## config.mk

```make
export PLATFORM = sky130hd
export DESIGN_NAME = utf8_to_utf16_decoder_core
export DESIGN_NICKNAME = d
export VERILOG_FILES = /design/src/hw/rtl/u8u16_pkg.sv /design/src/hw/rtl/u8u16_cfg_regs.sv /design/src/hw/rtl/u8u16_step.sv /design/src/hw/rtl/utf8_to_utf16_decoder_core.sv
export SDC_FILE = /design/constraint.sdc
export NUM_CORES = 1
export LEC_CHECK = 0
export CORE_UTILIZATION = 50
export DETAILED_ROUTE_END_ITERATION = 10
export DONT_BUFFER_PORTS = 1
export GPL_TIMING_DRIVEN = 0
export SYNTH_ARGS = -nofsm -noshare
export SYNTH_HDL_FRONTEND = slang
export SYNTH_HIERARCHICAL = 1
export SYNTH_SLANG_ARGS = --single-unit
```

## constraint.sdc

```tcl
create_clock -name i_clk -period 8.1 [get_ports i_clk]
set_input_delay 1.215 -clock i_clk [delete_from_list [all_inputs] [get_ports i_clk]]
set_output_delay 1.215 -clock i_clk [all_outputs]
set_load 0.005 [all_outputs]
```

## src/hw/rtl/u8u16_pkg.sv

```systemverilog
// u8u16_pkg: shared types and constants for the utf-8 to utf-16 decoder
// no dependencies; imported by every module of the decoder
`timescale 1ns / 1ps
`default_nettype none

package u8u16_pkg;

    localparam int ADDR_W = 3;
    localparam int DATA_W = 32;

    // register byte addresses
    localparam logic [ADDR_W-1:0] REG_MAX_UNITS = 3'd0;

    localparam logic [15:0] MAX_UNITS_RESET = 16'hFFFF;

    typedef enum logic [1:0] {
        CAUSE_EXHAUSTED = 2'd0,
        CAUSE_ZERO      = 2'd1,
        CAUSE_STRAY     = 2'd2,
        CAUSE_LIMIT     = 2'd3
    } t_cause;

    // decoder state carried between bytes
    typedef struct packed {
        logic [2:0]  pending;
        logic        skipping;
        logic [15:0] partial;
        logic [15:0] count;
        logic        done;
    } t_state;

    // one result beat
    typedef struct packed {
        logic        unit_valid;
        logic [15:0] code_unit;
        logic        ended;
        t_cause      end_cause;
        logic [15:0] unit_count;
    } t_result;

endpackage : u8u16_pkg

`default_nettype wire

```

## src/hw/rtl/u8u16_cfg_regs.sv

```systemverilog
// u8u16_cfg_regs: apb register file holding the unit limit
// depends on u8u16_pkg
`timescale 1ns / 1ps
`default_nettype none

module u8u16_cfg_regs
    import u8u16_pkg::*;
(
    input  wire logic              i_clk,
    input  wire logic              i_rst_n,
    input  wire logic              psel,
    input  wire logic              penable,
    input  wire logic              pwrite,
    input  wire logic [ADDR_W-1:0] paddr,
    input  wire logic [DATA_W-1:0] pwdata,
    output logic      [DATA_W-1:0] prdata,
    output logic                   pready,
    output logic      [15:0]       o_max_units
);

    logic [15:0] r_max_units;
    logic        wr_en;

    assign pready = 1'b1;
    // register index is the byte address over four
    assign wr_en  = psel && penable && pwrite && pready
                    && (paddr[ADDR_W-1:2] == REG_MAX_UNITS[ADDR_W-1:2]);

    always_ff @(posedge i_clk) begin
        if (!i_rst_n) begin
            r_max_units <= MAX_UNITS_RESET;
        end else if (wr_en) begin
            r_max_units <= pwdata[15:0];
        end
    end

    always_comb begin
        if (paddr[ADDR_W-1:2] == REG_MAX_UNITS[ADDR_W-1:2]) begin
            prdata = {{(DATA_W-16){1'b0}}, r_max_units};
        end else begin
            prdata = '0;
        end
    end

    assign o_max_units = r_max_units;

endmodule : u8u16_cfg_regs

`default_nettype wire

```

## src/hw/rtl/u8u16_step.sv

```systemverilog
// u8u16_step: combinational decode of one byte against the current state
// depends on u8u16_pkg
`timescale 1ns / 1ps
`default_nettype none

module u8u16_step
    import u8u16_pkg::*;
(
    input  wire t_state       i_state,
    input  wire logic [7:0]   i_byte,
    input  wire logic         i_final,
    input  wire logic [15:0]  i_max_units,
    output t_state            o_state,
    output t_result           o_result,
    output logic              o_has_result
);

    t_state      n_state;
    logic        emit;
    logic        ended;
    t_cause      cause;
    logic [15:0] unit;
    logic [15:0] cnt_next;

    always_comb begin
        n_state  = i_state;
        emit     = 1'b0;
        ended    = 1'b0;
        cause    = CAUSE_EXHAUSTED;
        unit     = '0;
        cnt_next = i_state.count;

        if (i_state.done) begin
            if (i_final) begin
                n_state = '0;
            end
        end else begin
            if (i_state.pending != 3'd0) begin
                n_state.pending = i_state.pending - 3'd1;
                if (!i_state.skipping) begin
                    n_state.partial = {i_state.partial[9:0], i_byte[5:0]};
                    if (i_state.pending == 3'd1) begin
                        emit = 1'b1;
                        unit = n_state.partial;
                    end
                end else if (i_state.pending == 3'd1) begin
                    n_state.skipping = 1'b0;
                end
            end else if (i_state.count >= i_max_units) begin
                ended = 1'b1;
                cause = CAUSE_LIMIT;
            end else begin
                case (i_byte) inside
                    8'h00: begin
                        ended = 1'b1;
                        cause = CAUSE_ZERO;
                    end
                    [8'h01:8'h7F]: begin
                        emit = 1'b1;
                        unit = {8'h00, i_byte};
                    end
                    [8'h80:8'hBF]: begin
                        ended = 1'b1;
                        cause = CAUSE_STRAY;
                    end
                    [8'hC0:8'hDF]: begin
                        n_state.partial = {11'd0, i_byte[4:0]};
                        n_state.pending = 3'd1;
                    end
                    [8'hE0:8'hEF]: begin
                        n_state.partial = {12'd0, i_byte[3:0]};
                        n_state.pending = 3'd2;
                    end
                    [8'hF0:8'hF7]: begin
                        n_state.skipping = 1'b1;
                        n_state.pending  = 3'd3;
                    end
                    [8'hF8:8'hFB]: begin
                        n_state.skipping = 1'b1;
                        n_state.pending  = 3'd4;
                    end
                    default: begin
                        n_state.skipping = 1'b1;
                        n_state.pending  = 3'd5;
                    end
                endcase
            end

            if (emit) begin
                cnt_next      = i_state.count + 16'd1;
                n_state.count = cnt_next;
                if (cnt_next >= i_max_units) begin
                    ended = 1'b1;
                    cause = CAUSE_LIMIT;
                end
            end
            if (i_final && !ended) begin
                ended = 1'b1;
                cause = CAUSE_EXHAUSTED;
            end

            // final byte always rearms; an early end waits for it
            if (i_final) begin
                n_state = '0;
            end else if (ended) begin
                n_state.done = 1'b1;
            end
        end
    end

    always_comb begin
        o_state             = n_state;
        o_result.unit_valid = emit;
        o_result.code_unit  = unit;
        o_result.ended      = ended;
        o_result.end_cause  = cause;
        o_result.unit_count = cnt_next;
        o_has_result        = emit || ended;
    end

endmodule : u8u16_step

`default_nettype wire

```

## src/hw/rtl/utf8_to_utf16_decoder_core.sv

```systemverilog
// utf8_to_utf16_decoder_core: top level of the utf-8 to 16-bit code unit decoder
// depends on u8u16_pkg, u8u16_cfg_regs, u8u16_step
//
// usage:
//   input channel (i_in_valid / o_in_stall) takes one string byte per beat,
//   with i_final_byte set on the last byte of each string.
//   output channel (o_out_valid / i_out_stall) gives at most one result beat
//   per byte: a decoded code unit, an end of string, or both.
//   bytes that give no result (lead and middle bytes of multi-byte forms,
//   bytes after an end) produce no output beat.
//   the apb port holds max_units at byte address 0; write it only while idle.
// timing:
//   the byte is held in the input register, decoded combinationally, and the
//   result is registered in the output register until the receiver takes it.
//   one byte per cycle sustained while the output is not stalled, set by the
//   single decode pass between the input and output registers.
// reset and stall:
//   reset empties both registers, clears the decode state and sets
//   max_units to 65535. while the output beat is stalled an occupied input
//   register holds and raises o_in_stall; an empty one still takes a byte.
`timescale 1ns / 1ps
`default_nettype none

module utf8_to_utf16_decoder_core
    import u8u16_pkg::*;
(
    input  wire logic              i_clk,
    input  wire logic              i_rst_n,
    // apb configuration
    input  wire logic              psel,
    input  wire logic              penable,
    input  wire logic              pwrite,
    input  wire logic [ADDR_W-1:0] paddr,
    input  wire logic [DATA_W-1:0] pwdata,
    output logic      [DATA_W-1:0] prdata,
    output logic                   pready,
    // byte input
    input  wire logic              i_in_valid,
    output logic                   o_in_stall,
    input  wire logic [7:0]        i_in_byte,
    input  wire logic              i_final_byte,
    // result output
    output logic                   o_out_valid,
    input  wire logic              i_out_stall,
    output logic                   o_unit_valid,
    output logic      [15:0]       o_code_unit,
    output logic                   o_ended,
    output logic      [1:0]        o_end_cause,
    output logic      [15:0]       o_unit_count
);

    logic [15:0] max_units;

    logic        r_in_valid;
    logic [7:0]  r_in_byte;
    logic        r_in_final;

    t_state      r_state;
    t_state      n_state;
    t_result     n_result;
    logic        n_has_result;

    logic        r_out_valid;
    t_result     r_out;

    logic        out_hold;

    u8u16_cfg_regs u_cfg (
        .i_clk       (i_clk),
        .i_rst_n     (i_rst_n),
        .psel        (psel),
        .penable     (penable),
        .pwrite      (pwrite),
        .paddr       (paddr),
        .pwdata      (pwdata),
        .prdata      (prdata),
        .pready      (pready),
        .o_max_units (max_units)
    );

    u8u16_step u_step (
        .i_state      (r_state),
        .i_byte       (r_in_byte),
        .i_final      (r_in_final),
        .i_max_units  (max_units),
        .o_state      (n_state),
        .o_result     (n_result),
        .o_has_result (n_has_result)
    );

    // output slot busy with a beat the receiver has not taken
    assign out_hold   = r_out_valid && i_out_stall;
    assign o_in_stall = r_in_valid && out_hold;

    always_ff @(posedge i_clk) begin
        if (!i_rst_n) begin
            r_in_valid <= 1'b0;
        end else if (!o_in_stall) begin
            r_in_valid <= i_in_valid;
        end
    end

    always_ff @(posedge i_clk) begin
        if (i_in_valid && !o_in_stall) begin
            r_in_byte  <= i_in_byte;
            r_in_final <= i_final_byte;
        end
    end

    always_ff @(posedge i_clk) begin
        if (!i_rst_n) begin
            r_state     <= '0;
            r_out_valid <= 1'b0;
        end else if (!out_hold) begin
            r_out_valid <= r_in_valid && n_has_result;
            if (r_in_valid) begin
                r_state <= n_state;
            end
        end
    end

    always_ff @(posedge i_clk) begin
        if (!out_hold && r_in_valid) begin
            r_out <= n_result;
        end
    end

    assign o_out_valid  = r_out_valid;
    assign o_unit_valid = r_out.unit_valid;
    assign o_code_unit  = r_out.code_unit;
    assign o_ended      = r_out.ended;
    assign o_end_cause  = r_out.end_cause;
    assign o_unit_count = r_out.unit_count;

    // every result beat carries a unit or an end
    a_beat_has_content: assert property (
        @(posedge i_clk) disable iff (!i_rst_n)
        o_out_valid |-> (o_unit_valid || o_ended)
    ) else $error("result beat with neither unit nor end");

    // an end-only beat carries a zero code unit
    a_no_unit_zero: assert property (
        @(posedge i_clk) disable iff (!i_rst_n)
        (o_out_valid && !o_unit_valid) |-> (o_code_unit == 16'd0)
    ) else $error("code unit not zero on end-only beat");

    // cause stays zero unless the beat ends the string
    a_cause_only_on_end: assert property (
        @(posedge i_clk) disable iff (!i_rst_n)
        (o_out_valid && !o_ended) |-> (o_end_cause == CAUSE_EXHAUSTED)
    ) else $error("end cause set without end");

    // a string that has ended carries no pending form
    a_done_clean: assert property (
        @(posedge i_clk) disable iff (!i_rst_n)
        r_state.done |-> (r_state.pending == 3'd0)
    ) else $error("ended string still holds a pending form");

endmodule : utf8_to_utf16_decoder_core

`default_nettype wire
```

== Yosys cells after proc, flatten, opt, wreduce, memory -nomap -nowiden ==
Cells that the tools add are included.

* $add $sub $neg: 2
* Multipliers: 0
* Divide/modulo/power cells: 0
* Magnitude comparators: 14
* Equality and inequality tests: 9
* Shift-type cells: 0
* Muxes and demuxes: 62
* Bitwise operators: 2
* Reductions and logical operators: 28

{| class="wikitable"
|+ Operators by type and width
! kind !! count
|-
| 16-bit 2-to-1 mux || 14
|-
| 37-bit 2-to-1 mux || 2
|-
| 8-bit >= comparator, second input constant || 5
|-
| 8-bit <= comparator, second input constant || 5
|-
| 20-bit 2-to-1 mux || 2
|-
| 36-bit 2-to-1 mux || 1
|-
| 16-bit >= comparator || 2
|-
| 1-bit 2-to-1 mux || 29
|-
| 3-bit 2-to-1 mux || 6
|-
| 3-bit by 2-bit inequality test with 1-bit output, second input constant || 6
|-
| 9-bit AND reduction || 2
|-
| 16-bit by 1-bit adder with 16-bit output, second input constant || 1
|-
| 1-bit logical AND || 15
|-
| 2-bit 2-to-1 mux || 7
|-
| 8-bit by 1-bit >= comparator with 1-bit output, second input constant || 1
|-
| 8-bit by 7-bit <= comparator with 1-bit output, second input constant || 1
|-
| 8-bit logical NOT || 1
|-
| 8-bit 2-to-1 mux || 1
|-
| 7-bit AND reduction || 1
|-
| 4-bit nonzero test || 1
|-
| 3-bit by 1-bit equality test with 1-bit output, second input constant || 1
|-
| 1-bit logical NOT || 3
|-
| 3-bit inequality test, second input constant || 1
|-
| 3-bit AND reduction || 1
|-
| 7 further kinds || 8
|}

* Register bits after elaboration: 94
* Latch bits: 0
* Memory bits (writable): 0
* Bits in read-only memories: 0
* Input bits: 51
* Memories: 0

== Logic depth before layout (Yosys ltp) ==
* Depth in word-level cells: 17
* Depth in mapped cells: 14
* Depth with buffers taken out: 13

== Cells and area by module ==
The synthesis kept the hierarchy.

{| class="wikitable"
|+ By module, submodules not included
! module !! times used !! cells an instance !! area an instance (um^2) !! sequential area each (um^2)
|-
| utf8_to_utf16_decoder_core || 1 || 213 || 2,920.3 || 2,132.0
|-
| u8u16_step || 1 || 412 || 2,824.0 || 0.0
|-
| u8u16_cfg_regs || 1 || 106 || 987.2 || 320.3
|}

== Least setup slack after synthesis ==
Ideal clock, no wire load.

* Path kind: register to register
* Start: register r_state[1] (netlist name)
* End: register r_out, in the netlist o_ended, data pin
* Library setup time: 0.251 ns
* Arrival: 3.028 ns
* Data required time: 7.849 ns
* Setup slack: 4.821 ns
* Stages on the path, launching flop included: 12
* Cells stage by stage: dfxtp_1 -> ha_1 -> nand3_1 -> nor4_2 -> nand2_1 -> xnor2_1 -> ha_1 -> and4_1 -> a21boi_0 -> nor4_1 -> o31ai_1 -> buf_4

* Longest elaborated chain between the ends: 11

{| class="wikitable"
|+ RTL lines
! item !! line !! RTL
|-
| start: declaration || utf8_to_utf16_decoder_core.sv:58 || <nowiki>t_state r_state;</nowiki>
|-
| start signal: assignment || utf8_to_utf16_decoder_core.sv:117 || <nowiki>r_state <= n_state;</nowiki>
|-
| branches (longest 4 deep; another with 16-bit by 1-bit adder with 16-bit output) || -- ||
|-
| 1-bit 2-to-1 mux * || u8u16_step.sv:89 || <nowiki>if (emit) begin</nowiki>
|-
| 1-bit 2-to-1 mux * || u8u16_step.sv:33 || <nowiki>if (i_state.done) begin</nowiki>
|-
| 1-bit logical NOT || u8u16_step.sv:97 || <nowiki>if (i_final && !ended) begin</nowiki>
|-
| 1-bit logical AND || u8u16_step.sv:97 ||
|-
| 1-bit 2-to-1 mux * || u8u16_step.sv:97 ||
|-
| 1-bit 2-to-1 mux * (2 in series) || u8u16_step.sv:33 ||
|-
| net u_step.ended || u8u16_step.sv:20 || <nowiki>logic ended;</nowiki>
|-
| end signal: assignment || utf8_to_utf16_decoder_core.sv:124 || <nowiki>r_out <= n_result;</nowiki>
|-
| end: declaration || utf8_to_utf16_decoder_core.sv:64 || <nowiki>t_result r_out;</nowiki>
|}

Mark *: on every way through the listed nets, which the timed path passes. The select of a mux whose other input is x is not followed.
A chain may end at the register's enable or synchronous reset.

== Worst setup path in the final report ==
Same ends and word-level chain as after synthesis.

==> reports/metrics.yaml <==
cts_max_level: 3
core_sq_um: 12260
synthCells: 689
num_io_pins: 122
drive_above_1_share_pct: 12.64
slew_headroom_pct: 35.12
grt_pass1_vias: 4668
critPathKind: "flip-flop to flip-flop"
grt_util_all_layers_pct: 24.79
gp_congestion: 0.9440
die_h_microns: 115.2
min_period_over_period_pct: 52.36
rsz0062_at_grt: "no"
start_util_pct: 52.27
rows: 40
fmax_mhz: 235.8
dr.pass1.iters: 5
cts_resized: 0
leakage_nw: 2.866
holdWs_ns: 0.4572
dieArea_sq_um: 13270
power_mw: 1.039
ctsHoldBuffers: 0
grt_antenna_before_repair: 0
portBuffers: 0
peakVddDrop_uv: 79.55
clock_latency_ns: 0.36
fin_skew_ns: 0.009438
cts.sinks: 94
period_minus_slack_ns: 4.241
setup_viol: 0
cts-root-buf: "clkbuf_16"
final.setup.tns_ns: 0
path_clk_slew_ns: 0.07
drtIter0Drc: 343
vias: 4865
routed_wl_microns: 15350
clockBufferDepth: 2
ant_nets: 0
post-route-drc-count: 0
nets: 802
cts_tree: "done"
fp.dieW_microns: 115.2
grt_max_degree: 41
cp_max_fo: 8
slew_violations: 0
hold_viol_final: 0
cts_setup_buffers: 0
grt_overflow: 0
syn_avg_cell_area_sq_um: 9.301
drv_cap: 0
hold_path.class: "flip-flop to flip-flop"
cp_data_arrival_time_ns: 4.36
netlist_area_sq_um: 6409
viasPerCell: 5.479
dp_hpwl_microns: 11770
status: "completed"
grt_pass1_wl_microns: 25070
ys_warn_count: 6
area_delta_synth_final_pct: 8.551
cts_buffers: 9
cp-start-kind: "flip-flop"
critPathRequiredTime_ns: 8.22
worst_pin_slew_ns: 0.9642
antenna_cells: 0
power_density_nw_per_um2: 149.4
cp-end-kind: "flip-flop"
wl_per_cell_microns: 17.28
==> metal layers <==
layer / track usage, % / share of wire [%]
met5: 0 / 0
met4: 8.745 / 1.6
met3: 3.795 / 4.9
met2: 37.95 / 44
met1: 35.40 / 49
==> flip-flops by register name (all words and copies together), names as in the netlist <==
signal and count:
o_ended 1, o_code_unit 16, r_in_final 1, o_end_cause 2
r_state 31, o_unit_count 16, r_in_valid 1, o_out_valid 1
o_unit_valid 1, r_in_byte 8, u_cfg/o_max_units 16
==> worst max-delay path, stage by stage (launching register included) <==
cell	delay (ns)
dfxtp_1	0.57
ha_1	0.34
nand3_1	0.24
nor4_2	0.59
nand2_1	0.27
xnor2_1	0.25
ha_1	0.27
and4_1	0.21
a21boi_0	0.12
nor4_1	0.83
o31ai_1	0.13
buf_4	0.17
==> final timing paths <==
check / endpoint / depth (start not counted) / startpoint / slack, ns
worst min register to register: r_state[33] / 2 / r_state[33] / 0.46
worst min-delay path: r_state[33] / 2 / r_state[33] / 0.46
worst max register to register: o_ended / 11 / r_state[1] / 3.86
worst max-delay path: o_ended / 11 / r_state[1] / 3.86
==> cells in the final DEF (no fill, tap or decap), types with 20 or more instances in the layout <==
cell / n
nor2b_1: 61
nand2_1: 94
clkbuf_1: 27
nor2_1: 43
buf_4: 20
mux2i_1: 52
ha_1: 36
inv_1: 27
edfxtp_1: 45
dfxtp_1: 49
a21oi_1: 32
==> cell type report <==
type	instances	area, sq um
buffer	60	385.4
sequential	94	2332
clock buffer	13	260.3
clock inverter	3	21.27
multi-input combinational	522	3642
tap	168	210.2
inverter	28	105.1
fill	1122	5305
==> metrics by stage <==
| stage | setup WS [ns] | utilization (%) | cells | area [sq um] |
|---|---|---|---|---|
| CTS | 3.929 | 56.73 | 888 | 6957 |
| finish | 3.859 | 56.73 | 888 | 6957 |
| detailed placement | 3.956 | 54.44 | 872 | 6675 |
| floorplan | 4.821 | - | 704 | 6465 |
| global route | 3.602 | 56.73 | 888 | 6957 |
| global placement | 3.969 | 54.44 | 872 | 6675 |
==> power by group <==
group | switching, mW | internal, mW
clock network | 0.186 | 0.225
registers | 0.0106 | 0.513
logic | 0.0621 | 0.0425
(Power assumes the default switching activity.)
